--- config.mk ---
export PLATFORM = sky130hd
export DESIGN_NAME = per_stream_outstanding_request_limiter
export DESIGN_NICKNAME = d
export VERILOG_FILES = /design/src/design/psol_pkg.sv /design/src/design/psol_ram.sv /design/src/design/psol_stream_table.sv /design/src/design/per_stream_outstanding_request_limiter.sv
export VERILOG_INCLUDE_DIRS = /design/src /design/src/design
export SDC_FILE = /design/constraint.sdc
export NUM_CORES = 2
export LEC_CHECK = 0
export ABC_CLOCK_PERIOD_IN_PS = 10700
export BUFFER_PORTS_ARGS = -buffer_cell sky130_fd_sc_hd__buf_4
export CORE_UTILIZATION = 48
export CTS_CLUSTER_DIAMETER = 100
export DETAILED_ROUTE_END_ITERATION = 10
export GPL_TIMING_DRIVEN = 0
export SLEW_MARGIN = 30
export SYNTH_ARGS = -nofsm -noshare
export SYNTH_HDL_FRONTEND = slang
export SYNTH_SLANG_ARGS = --single-unit
--- constraint.sdc ---
create_clock -name clk_i -period 10.7 [get_ports clk_i]
set_input_delay 1.605 -clock clk_i [delete_from_list [all_inputs] [get_ports clk_i]]
set_output_delay 1.605 -clock clk_i [all_outputs]
set_load 0.005 [all_outputs]
--- src/design/assert_macros.svh ---
// Assertion helpers used by the limiter design.
`ifndef ASSERT_MACROS_SVH
`define ASSERT_MACROS_SVH

// The property holds at every clock edge outside reset.
`define PSOL_ASSERT(lbl, clk, rstn, prop) \
  lbl: assert property (@(posedge clk) disable iff (!rstn) (prop)) \
    else $error("assertion violated");

// The condition never holds at a clock edge outside reset.
`define PSOL_ASSERT_NEVER(lbl, clk, rstn, cond) \
  lbl: assert property (@(posedge clk) disable iff (!rstn) !(cond)) \
    else $error("forbidden condition seen");

`endif

--- src/design/psol_pkg.sv ---
package psol_pkg;

  localparam int CNT_W       = 5;
  localparam int KEY_W       = 16;
  localparam int TAG_FIELD_W = 8;
  localparam int TOT_FIELD_W = 9;

  localparam logic [CNT_W-1:0] MAX_OUTSTANDING_RESET = 5'd4;

  localparam int STREAM_ENTRIES_DEF = 16;
  localparam int WAIT_DEPTH_DEF     = 16;
  localparam int TAG_COUNT_DEF      = 256;

  typedef enum logic {
    OP_PUSH     = 1'b0,
    OP_COMPLETE = 1'b1
  } op_e;

  typedef enum logic [2:0] {
    ST_FORWARD = 3'd0,
    ST_BUFFER  = 3'd1,
    ST_RELEASE = 3'd2,
    ST_DONE    = 3'd3,
    ST_IGNORE  = 3'd4,
    ST_DROP    = 3'd5,
    ST_ZERO    = 3'd6
  } status_e;

  typedef struct packed {
    op_e                    operation;
    logic [KEY_W-1:0]       stream_key;
    logic [TAG_FIELD_W-1:0] request_tag;
  } in_item_t;

  typedef struct packed {
    status_e                status;
    logic                   send_valid;
    logic [TAG_FIELD_W-1:0] send_tag;
    logic [CNT_W-1:0]       outstanding_now;
    logic [TOT_FIELD_W-1:0] total_waiting;
  } out_item_t;

  // Result of a key lookup in the stream table.
  typedef struct packed {
    logic hit;
    logic has_free;
  } lookup_t;

  // Update of one stream table entry.
  typedef struct packed {
    logic set;
    logic clr;
  } tbl_upd_t;

endpackage

--- src/design/psol_ram.sv ---
module psol_ram
  import psol_pkg::*;
#(
  parameter int WIDTH = 8,
  parameter int DEPTH = 16,
  localparam int AW = (DEPTH > 1) ? $clog2(DEPTH) : 1
) (
  input  logic             clk_i,
  input  logic             we_i,
  input  logic [AW-1:0]    waddr_i,
  input  logic [WIDTH-1:0] wdata_i,
  input  logic             re_i,
  input  logic [AW-1:0]    raddr_i,
  output logic [WIDTH-1:0] rdata_o
);

  logic [WIDTH-1:0] mem [DEPTH];
  logic [WIDTH-1:0] rdata_q;

  always_ff @(posedge clk_i) begin
    if (we_i) begin
      mem[waddr_i] <= wdata_i;
    end
  end

  always_ff @(posedge clk_i) begin
    if (re_i) begin
      rdata_q <= mem[raddr_i];
    end
  end

  assign rdata_o = rdata_q;

endmodule

--- src/design/psol_stream_table.sv ---
module psol_stream_table
  import psol_pkg::*;
#(
  parameter int STREAM_ENTRIES = STREAM_ENTRIES_DEF,
  localparam int SE_W = (STREAM_ENTRIES > 1) ? $clog2(STREAM_ENTRIES) : 1
) (
  input  logic             clk_i,
  input  logic             rst_ni,
  input  logic [KEY_W-1:0] lookup_key_i,
  output lookup_t          lookup_o,
  output logic [SE_W-1:0]  hit_idx_o,
  output logic [SE_W-1:0]  free_idx_o,
  input  tbl_upd_t         upd_i,
  input  logic [SE_W-1:0]  upd_idx_i,
  input  logic [KEY_W-1:0] upd_key_i
);

  logic             valid_q [STREAM_ENTRIES];
  logic [KEY_W-1:0] key_q   [STREAM_ENTRIES];

  // Lowest matching entry wins, and the lowest free entry is offered.
  always_comb begin
    lookup_o   = '0;
    hit_idx_o  = '0;
    free_idx_o = '0;
    for (int i = STREAM_ENTRIES - 1; i >= 0; i--) begin
      if (valid_q[i] && (key_q[i] == lookup_key_i)) begin
        lookup_o.hit = 1'b1;
        hit_idx_o    = SE_W'(i);
      end
      if (!valid_q[i]) begin
        lookup_o.has_free = 1'b1;
        free_idx_o        = SE_W'(i);
      end
    end
  end

  always_ff @(posedge clk_i or negedge rst_ni) begin
    if (!rst_ni) begin
      for (int i = 0; i < STREAM_ENTRIES; i++) begin
        valid_q[i] <= 1'b0;
      end
    end else if (upd_i.set) begin
      valid_q[upd_idx_i] <= 1'b1;
    end else if (upd_i.clr) begin
      valid_q[upd_idx_i] <= 1'b0;
    end
  end

  always_ff @(posedge clk_i) begin
    if (upd_i.set) begin
      key_q[upd_idx_i] <= upd_key_i;
    end
  end

endmodule

--- src/design/per_stream_outstanding_request_limiter.sv ---
// Channel  Direction  Handshake                 Payload
// in       input      in_valid_i / in_stall_o   in_data_i  (in_item_t)
// out      output     out_valid_o / out_stall_i out_data_o (out_item_t)
// cfg      input      cfg_we_i                  cfg_wdata_i (max_outstanding)
//
// A push is taken in S_IDLE, where the transfer reads the stream state and tag
// memories; S_READ then decides and writes back. A completion that releases a
// waiting tag passes through S_POP as well, after S_READ has read the wait memory.
// After reset the tag memory is cleared one tag per cycle while in_stall_o stays
// high. A stalled output holds the block in its final state, S_READ or S_POP,
// until the result register is free.
`include "assert_macros.svh"

module per_stream_outstanding_request_limiter
  import psol_pkg::*;
#(
  parameter int STREAM_ENTRIES = STREAM_ENTRIES_DEF,
  parameter int WAIT_DEPTH     = WAIT_DEPTH_DEF,
  parameter int TAG_COUNT      = TAG_COUNT_DEF
) (
  input  logic             clk_i,
  input  logic             rst_ni,
  input  logic             in_valid_i,
  output logic             in_stall_o,
  input  in_item_t         in_data_i,
  output logic             out_valid_o,
  input  logic             out_stall_i,
  output out_item_t        out_data_o,
  input  logic             cfg_we_i,
  input  logic [CNT_W-1:0] cfg_wdata_i
);

  localparam int SE_W     = (STREAM_ENTRIES > 1) ? $clog2(STREAM_ENTRIES) : 1;
  localparam int HD_W     = (WAIT_DEPTH > 1) ? $clog2(WAIT_DEPTH) : 1;
  localparam int WC_W     = $clog2(WAIT_DEPTH + 1);
  localparam int SL_W     = WC_W + 1;
  localparam int TAG_W    = $clog2(TAG_COUNT);
  localparam int WS_DEPTH = STREAM_ENTRIES * WAIT_DEPTH;
  localparam int WS_W     = (WS_DEPTH > 1) ? $clog2(WS_DEPTH) : 1;
  localparam int TOT_W    = $clog2(WS_DEPTH + 1);
  localparam int SW       = CNT_W + HD_W + WC_W;

  typedef enum logic [1:0] {
    S_IDLE,
    S_READ,
    S_POP
  } state_e;

  state_e    state_q, state_d;
  out_item_t out_q, res;
  logic      out_valid_q, out_valid_d;
  logic      res_fire, out_free, in_accept;

  in_item_t         req_q;
  logic             hit_q, ent_ok_q;
  logic [SE_W-1:0]  e_q;
  logic [CNT_W-1:0] max_q;
  logic [TOT_W-1:0] tot_q, tot_d;
  logic             clr_q;
  logic [TAG_W-1:0] clr_idx_q;

  // Stream table.
  lookup_t         lk;
  logic [SE_W-1:0] lk_hit_idx, lk_free_idx;
  tbl_upd_t        upd;

  // Memory ports.
  logic             st_we;
  logic [SW-1:0]    st_wdata, st_rdata;
  logic             ws_we, ws_re;
  logic [WS_W-1:0]  ws_waddr, ws_raddr;
  logic [TAG_FIELD_W-1:0] ws_rdata;
  logic             tg_we, tg_wdata, fsm_tg_we, fsm_tg_wdata, tg_rdata;
  logic [TAG_W-1:0] tg_waddr, fsm_tg_waddr;

  // Decode of the stream state word read for the current item.
  logic [CNT_W-1:0] rd_cnt, cur_cnt, new_cnt, dec_cnt;
  logic [HD_W-1:0]  rd_hd, cur_hd, hd_inc, slot;
  logic [WC_W-1:0]  rd_wc, cur_wc, new_wc;
  logic [SL_W-1:0]  slot_sum;
  logic [WS_W-1:0]  ws_base;
  logic             tag_ok, tag_known, pop_ok;

  assign in_accept   = in_valid_i && !in_stall_o;
  assign in_stall_o  = (state_q != S_IDLE) || clr_q;
  assign out_free    = !out_valid_q || !out_stall_i;
  assign out_valid_o = out_valid_q;
  assign out_data_o  = out_q;

  psol_stream_table #(
    .STREAM_ENTRIES(STREAM_ENTRIES)
  ) u_table (
    .clk_i       (clk_i),
    .rst_ni      (rst_ni),
    .lookup_key_i(in_data_i.stream_key),
    .lookup_o    (lk),
    .hit_idx_o   (lk_hit_idx),
    .free_idx_o  (lk_free_idx),
    .upd_i       (upd),
    .upd_idx_i   (e_q),
    .upd_key_i   (req_q.stream_key)
  );

  // Per-stream in-flight count, FIFO head and FIFO fill.
  psol_ram #(
    .WIDTH(SW),
    .DEPTH(STREAM_ENTRIES)
  ) u_stream_ram (
    .clk_i  (clk_i),
    .we_i   (st_we),
    .waddr_i(e_q),
    .wdata_i(st_wdata),
    .re_i   (in_accept),
    .raddr_i(lk_hit_idx),
    .rdata_o(st_rdata)
  );

  // Waiting tags, one FIFO of WAIT_DEPTH slots per stream entry.
  psol_ram #(
    .WIDTH(TAG_FIELD_W),
    .DEPTH(WS_DEPTH)
  ) u_wait_ram (
    .clk_i  (clk_i),
    .we_i   (ws_we),
    .waddr_i(ws_waddr),
    .wdata_i(req_q.request_tag),
    .re_i   (ws_re),
    .raddr_i(ws_raddr),
    .rdata_o(ws_rdata)
  );

  // In-flight flag per tag.
  psol_ram #(
    .WIDTH(1),
    .DEPTH(TAG_COUNT)
  ) u_tag_ram (
    .clk_i  (clk_i),
    .we_i   (tg_we),
    .waddr_i(tg_waddr),
    .wdata_i(tg_wdata),
    .re_i   (in_accept),
    .raddr_i(TAG_W'(in_data_i.request_tag)),
    .rdata_o(tg_rdata)
  );

  assign tg_we    = clr_q ? 1'b1 : fsm_tg_we;
  assign tg_waddr = clr_q ? clr_idx_q : fsm_tg_waddr;
  assign tg_wdata = clr_q ? 1'b0 : fsm_tg_wdata;

  assign rd_cnt = st_rdata[SW-1 -: CNT_W];
  assign rd_hd  = st_rdata[HD_W+WC_W-1 -: HD_W];
  assign rd_wc  = st_rdata[WC_W-1:0];

  // A stream without an entry starts from an empty state.
  assign cur_cnt = hit_q ? rd_cnt : '0;
  assign cur_hd  = hit_q ? rd_hd : '0;
  assign cur_wc  = hit_q ? rd_wc : '0;

  assign slot_sum = SL_W'(cur_hd) + SL_W'(cur_wc);
  assign slot     = (slot_sum >= SL_W'(WAIT_DEPTH)) ?
                    HD_W'(slot_sum - SL_W'(WAIT_DEPTH)) : HD_W'(slot_sum);
  assign hd_inc   = (rd_hd == HD_W'(WAIT_DEPTH - 1)) ? '0 : rd_hd + 1'b1;
  assign ws_base  = WS_W'(e_q) * WS_W'(WAIT_DEPTH);
  assign dec_cnt  = rd_cnt - 1'b1;

  assign tag_ok    = 32'(req_q.request_tag) < TAG_COUNT;
  assign tag_known = tag_ok && tg_rdata;
  assign pop_ok    = 32'(ws_rdata) < TAG_COUNT;

  always_comb begin
    state_d      = state_q;
    tot_d        = tot_q;
    res_fire     = 1'b0;
    upd          = '0;
    st_we        = 1'b0;
    st_wdata     = '0;
    ws_we        = 1'b0;
    ws_waddr     = ws_base + WS_W'(slot);
    ws_re        = 1'b0;
    ws_raddr     = ws_base + WS_W'(rd_hd);
    fsm_tg_we    = 1'b0;
    fsm_tg_waddr = TAG_W'(req_q.request_tag);
    fsm_tg_wdata = 1'b0;
    new_cnt      = cur_cnt;
    new_wc       = cur_wc;
    res          = '0;
    res.status   = ST_IGNORE;

    unique case (state_q)
      S_IDLE: begin
        if (in_accept) begin
          state_d = S_READ;
        end
      end
      S_READ: begin
        if (req_q.operation == OP_PUSH) begin
          if (out_free) begin
            res_fire = 1'b1;
            state_d  = S_IDLE;
            if (!ent_ok_q) begin
              res.status = ST_DROP;
            end else if (cur_cnt < max_q) begin
              new_cnt        = cur_cnt + 1'b1;
              fsm_tg_we      = tag_ok;
              fsm_tg_wdata   = 1'b1;
              res.status     = ST_FORWARD;
              res.send_valid = 1'b1;
              res.send_tag   = req_q.request_tag;
            end else if (cur_wc >= WC_W'(WAIT_DEPTH)) begin
              res.status = ST_DROP;
            end else begin
              ws_we      = 1'b1;
              new_wc     = cur_wc + 1'b1;
              tot_d      = tot_q + 1'b1;
              res.status = ST_BUFFER;
            end
            if (res.status != ST_DROP) begin
              upd.set  = 1'b1;
              st_we    = 1'b1;
              st_wdata = {new_cnt, cur_hd, new_wc};
            end
            // A dropped push of a new stream reports no count.
            res.outstanding_now = (res.status == ST_DROP && !hit_q) ? '0 : new_cnt;
          end
        end else if (!tag_known) begin
          if (out_free) begin
            res_fire            = 1'b1;
            state_d             = S_IDLE;
            res.status          = ST_IGNORE;
            res.outstanding_now = cur_cnt;
          end
        end else if (!hit_q || (rd_cnt == '0)) begin
          if (out_free) begin
            res_fire   = 1'b1;
            state_d    = S_IDLE;
            fsm_tg_we  = 1'b1;
            res.status = ST_ZERO;
          end
        end else if (rd_wc != '0) begin
          // The count drops and rises again; only the FIFO moves on.
          fsm_tg_we = 1'b1;
          ws_re     = 1'b1;
          st_we     = 1'b1;
          st_wdata  = {rd_cnt, hd_inc, rd_wc - 1'b1};
          tot_d     = tot_q - 1'b1;
          state_d   = S_POP;
        end else if (out_free) begin
          res_fire            = 1'b1;
          state_d             = S_IDLE;
          fsm_tg_we           = 1'b1;
          st_we               = 1'b1;
          res.status          = ST_DONE;
          res.outstanding_now = dec_cnt;
          if (dec_cnt == '0) begin
            upd.clr  = 1'b1;
            st_wdata = '0;
          end else begin
            st_wdata = {dec_cnt, rd_hd, WC_W'(0)};
          end
        end
      end
      S_POP: begin
        if (out_free) begin
          res_fire            = 1'b1;
          state_d             = S_IDLE;
          fsm_tg_we           = pop_ok;
          fsm_tg_waddr        = TAG_W'(ws_rdata);
          fsm_tg_wdata        = 1'b1;
          res.status          = ST_RELEASE;
          res.send_valid      = 1'b1;
          res.send_tag        = ws_rdata;
          res.outstanding_now = rd_cnt;
        end
      end
      default: begin
        state_d = S_IDLE;
      end
    endcase

    res.total_waiting = TOT_FIELD_W'(tot_d);
    out_valid_d = res_fire ? 1'b1 : (out_valid_q && out_stall_i);
  end

  always_ff @(posedge clk_i or negedge rst_ni) begin
    if (!rst_ni) begin
      state_q     <= S_IDLE;
      out_valid_q <= 1'b0;
      out_q       <= '0;
    end else begin
      state_q     <= state_d;
      out_valid_q <= out_valid_d;
      if (res_fire) begin
        out_q <= res;
      end
    end
  end

  always_ff @(posedge clk_i) begin
    if (in_accept) begin
      req_q    <= in_data_i;
      hit_q    <= lk.hit;
      ent_ok_q <= lk.hit || lk.has_free;
      e_q      <= lk.hit ? lk_hit_idx : lk_free_idx;
    end
  end

  always_ff @(posedge clk_i or negedge rst_ni) begin
    if (!rst_ni) begin
      tot_q <= '0;
    end else begin
      tot_q <= tot_d;
    end
  end

  always_ff @(posedge clk_i or negedge rst_ni) begin
    if (!rst_ni) begin
      max_q <= MAX_OUTSTANDING_RESET;
    end else if (cfg_we_i) begin
      max_q <= cfg_wdata_i;
    end
  end

  // Clearing pass over the tag memory after reset.
  always_ff @(posedge clk_i or negedge rst_ni) begin
    if (!rst_ni) begin
      clr_q     <= 1'b1;
      clr_idx_q <= '0;
    end else if (clr_q) begin
      clr_idx_q <= clr_idx_q + 1'b1;
      if (clr_idx_q == TAG_W'(TAG_COUNT - 1)) begin
        clr_q <= 1'b0;
      end
    end
  end

  `PSOL_ASSERT_NEVER(a_result_overwrite, clk_i, rst_ni, res_fire && out_valid_q && out_stall_i)
  `PSOL_ASSERT(a_total_bounded, clk_i, rst_ni, 32'(tot_q) <= WS_DEPTH)
  `PSOL_ASSERT(a_pop_after_read, clk_i, rst_ni, (state_q == S_POP) |-> ($past(state_q) == S_READ || $past(state_q) == S_POP))
  `PSOL_ASSERT(a_accept_to_read, clk_i, rst_ni, in_accept |=> (state_q == S_READ))

endmodule
==> results_dict.tcl <==
set metrics [dict create \
    dieArea_sq_um 246900 \
    slowest_delay_ns 0.80 \
    synth_cell_type_count 99 \
    drv_cap 0 \
    finalPower_mw 29.58 \
    synth_fa_ha_area_frac 0.002405 \
    drt_first_pass_iters 6 \
    seqCellArea_sq_um 86930 \
    syn_nets 6089 \
    tightest_slew_ns 1.068 \
    yosysSeqAreaShare 0.7394 \
    cts_max_level 5 \
    cts_setup_buffers 0 \
    clk-insertion-delay-late_ns 0.96 \
    max_freq_mhz 114.6 \
    synth_compound_area_frac 0.01642 \
    slew_viol_final 0 \
    grt_max_degree 69 \
    nNetsFinal 6709 \
    post_cts_resize_count 0 \
    synth_xor_area_frac 0.02137 \
    synthSimpleGateAreaFrac 0.04973 \
    drc_errors 0 \
    clock_tree.root_cell "clkbuf_16" \
    postCtsHoldBufs 0 \
    final_util 0.5615 \
    multiInputGateArea_sq_um 29340 \
    crit_fanout 11 \
    post-dp-hpwl_um 265700 \
    syn-cell-area_sq_um 117600 \
    status "complete, no violations" \
    finalCritPeriodShare 0.8156 \
    synth_top_family_by_area "multiplexers" \
    rows 181 \
    relSlewSlack 0.2852 \
    p_per_area_nw_per_um2 216.4 \
    ys.flop_type "edfxtp_1" \
    path_clk_slew_ns 0.06 \
    fillCellCount 18220 \
    wl_per_cell_um 37.95 \
    routed_via_density 6.522 \
    cp-end-kind "register" \
    grt_overflow 0 \
    crit_buf_inv 9 \
    core_sq_um 243500 \
    finClkSkew_ns 0.04874 \
    ant_nets 0 \
    synth_edf_count 2838 \
    crit_family "buffers and inverters" \
    drive_gt1_frac 0.2732 \
    crit_path_top_delay_cell "buf_2" \
    start_util 0.4829 \
    io_buffer_count 61 \
    fin_crit_ns 8.727 \
    rsz0062_at_grt "false" \
    p_leak_nw 43.21 \
    syn_avg_cell_area_sq_um 19.49 \
    gr-usage-all-layers 0.3098 \
    hold_viol 0 \
    ir_worst_vdd_v 0.0001643 \
    final_common_cell "edfxtp_1" \
    setup_violations 0 \
    crit_type "reg2reg" \
    grt_pass1_vias 63630 \
    cts_buffers 323 \
    holdCritPathClass "reg2reg" \
    crit_top_cell "buf_2" \
    final_cell_mix "2,838 x edfxtp_1, 735 x mux4_2, 506 x nor2_1" \
    vias 65890 \
    cts_tree "done" \
    crit_chain "clkbuf_1 > buf_2 > buf_2 > buf_2 > buf_2 > clkbuf_2 > and2_1 > ha_1 > inv_1 > fa_1 > xnor2_1 > nor2_1 > nand2_1 > clkbuf_2 > buf_16 > nor2_1" \
    postSynthCellCount 6032 \
    worstPathArrival_ns 9.28 \
    place_congestion 0.9636 \
    post-place-cells 9527 \
    synth-seq-cells 2906 \
    worstSetupStartpointType "register" \
    ios 63 \
    critPathRequiredTime_ns 11.26 \
    die_y_um 496.9 \
    synth.area.mux_share 0.1561 \
    final_cells 10100 \
    synth_warnings 0 \
    grt_antenna_before_repair 22 \
    drt-total-wl_um 383400 \
    die_w_um 496.9 \
    clockBufferDepth 4 \
    synth-async-reset-ratio 0.02340 \
    drt-initial-drc-count 9924 \
    syn_to_final_growth_pct 16.28 \
    grt_first_pass_wirelength_um 521300 \
    cts_sinks 2906 \
]
## cell usage after synthesis, types with 4 or more instances
cell type,count,area share
buf_1,39,0.0012
and4b_1,6,0.00051
xnor2_1,168,0.013
mux2_2,15,0.0014
and2_1,18,0.00096
nand4_1,62,0.0033
a211oi_1,6,0.00038
nor3b_1,5,0.00032
mux4_2,735,0.14
and4_1,10,0.00074
or3_1,5,0.00027
nand4b_1,8,0.00060
a21o_1,9,0.00057
o22ai_1,8,0.00043
a31oi_1,8,0.00043
ha_1,21,0.0022
a32oi_1,11,0.00082
nand2b_1,15,0.00080
inv_1,30,0.00096
dfrtp_1,66,0.014
o21ai_0,109,0.0046
nand2_1,230,0.0073
o31ai_1,6,0.00038
and3_1,15,0.00080
or4_1,20,0.0013
a21oi_1,27,0.0011
buf_6,18,0.0017
clkbuf_1,201,0.0064
edfxtp_1,2838,0.72
or2_2,8,0.00043
a221o_1,11,0.00094
nor2_1,626,0.020
nand3_1,84,0.0036
o211ai_1,4,0.00026
buf_2,59,0.0025
o21a_1,7,0.00045
nor4b_1,8,0.00060
mux2i_1,163,0.014
nor4_1,62,0.0033
a22oi_1,33,0.0021
xor2_1,117,0.0087
nor3_1,20,0.00085
or4b_1,4,0.00034
buf_4,14,0.00089
nor2b_1,16,0.00085
## cell type report
| cell class | instances | share of cell area |
|---|---|---|
| plain buffers | 337 | 0.01292 |
| flip-flops and latches | 2906 | 0.6359 |
| repair buffers | 295 | 0.03453 |
| diodes | 12 | 0.0002197 |
| well taps | 3202 | 0.02931 |
| inverters | 31 | 0.0008512 |
| multi-input cells | 2758 | 0.2146 |
| clock inverters | 160 | 0.008851 |
| clock buffers | 401 | 0.06279 |
## layer usage
| metal | GRT usage | up-vias | wire, um |
|---|---|---|---|
| met5 | 0 | - | 7 |
| met4 | 0.1565 | 2 | 22270 |
| met3 | 0.07114 | 914 | 40620 |
| met2 | 0.4722 | 4251 | 176000 |
| met1 | 0.4209 | 34980 | 144500 |
| li1 | - | 25740 | - |
## flip-flops by register name, summed over array words and instances, names as in the netlist, named ones only
| name | cells |
|---|---|
| ent_ok_q | 1 |
| out_valid_o | 1 |
| u_table.key_q | 256 |
| u_stream_ram.rdata_o | 14 |
| u_stream_ram.mem | 224 |
| u_tag_ram.rdata_o | 1 |
| e_q | 4 |
| tot_q | 9 |
| u_wait_ram.rdata_o | 8 |
| clr_idx_q | 8 |
| state_q | 2 |
| u_tag_ram.mem | 256 |
| req_q | 25 |
| max_q | 5 |
| clr_q | 1 |
| out_data_o | 26 |
| u_wait_ram.mem | 2048 |
| hit_q | 1 |
## logic make-up after synthesis
group / count (synthesis)
AO/OA/AOI/OAI: 285
XOR/XNOR: 286
adder cells (fa/ha/maj): 22
buffers and inverters: 368
flip-flops: 2906
multiplexers: 913
AND/OR/NAND/NOR: 1252
## power by group
group	switching [mW]	internal [mW]	total, mW
logic	3.70	1.89	5.59
registers	0.267	13.2	13.5
clock network	4.50	6.04	10.5
total	8.47	21.1	29.6
## stage by stage
stage | setup slack (ns) | TNS [ns] | instance area (sq um) | hold WS, ns
3_3_place_gp | -3.981 | -1943.18 | 122000 | 0.4627
5_1_grt | 1.977 | 0 | 136700 | 0.5077
2_1_floorplan | 0.7652 | 0 | 117600 | 0.4368
6_report | 1.973 | 0 | 136700 | 0.4824
4_1_cts | 2.238 | 0 | 136600 | 0.4858
3_5_place_dp | 2.292 | 0 | 126800 | 0.4724
## worst register-to-register path: cells and delay by family (launching register included)
family	cells	cell delay (ns)
buffers and inverters	9	4.93
flip-flops	1	0.42
adder cells (fa/ha/maj)	2	0.63
AND/OR/NAND/NOR	4	1.98
XOR/XNOR	1	0.39
## worst paths after layout
path | endpoint | from | slack (ns) | cells after the start
max | u_wait_ram.mem[160][5] | u_stream_ram.rdata_o[5] | 1.97 | 16
min | tot_q[8] | tot_q[8] | 0.48 | 1
max reg2reg | u_wait_ram.mem[160][5] | u_stream_ram.rdata_o[5] | 1.97 | 16
min reg2reg | tot_q[8] | tot_q[8] | 0.48 | 1
max in group asynchronous | clr_idx_q[0] | rst_ni | 9.52 | 1
min in group asynchronous | asynchronous set/reset pin | rst_ni | 0.67 | 1
No activity file was read; power rests on OpenSTA's default activity.
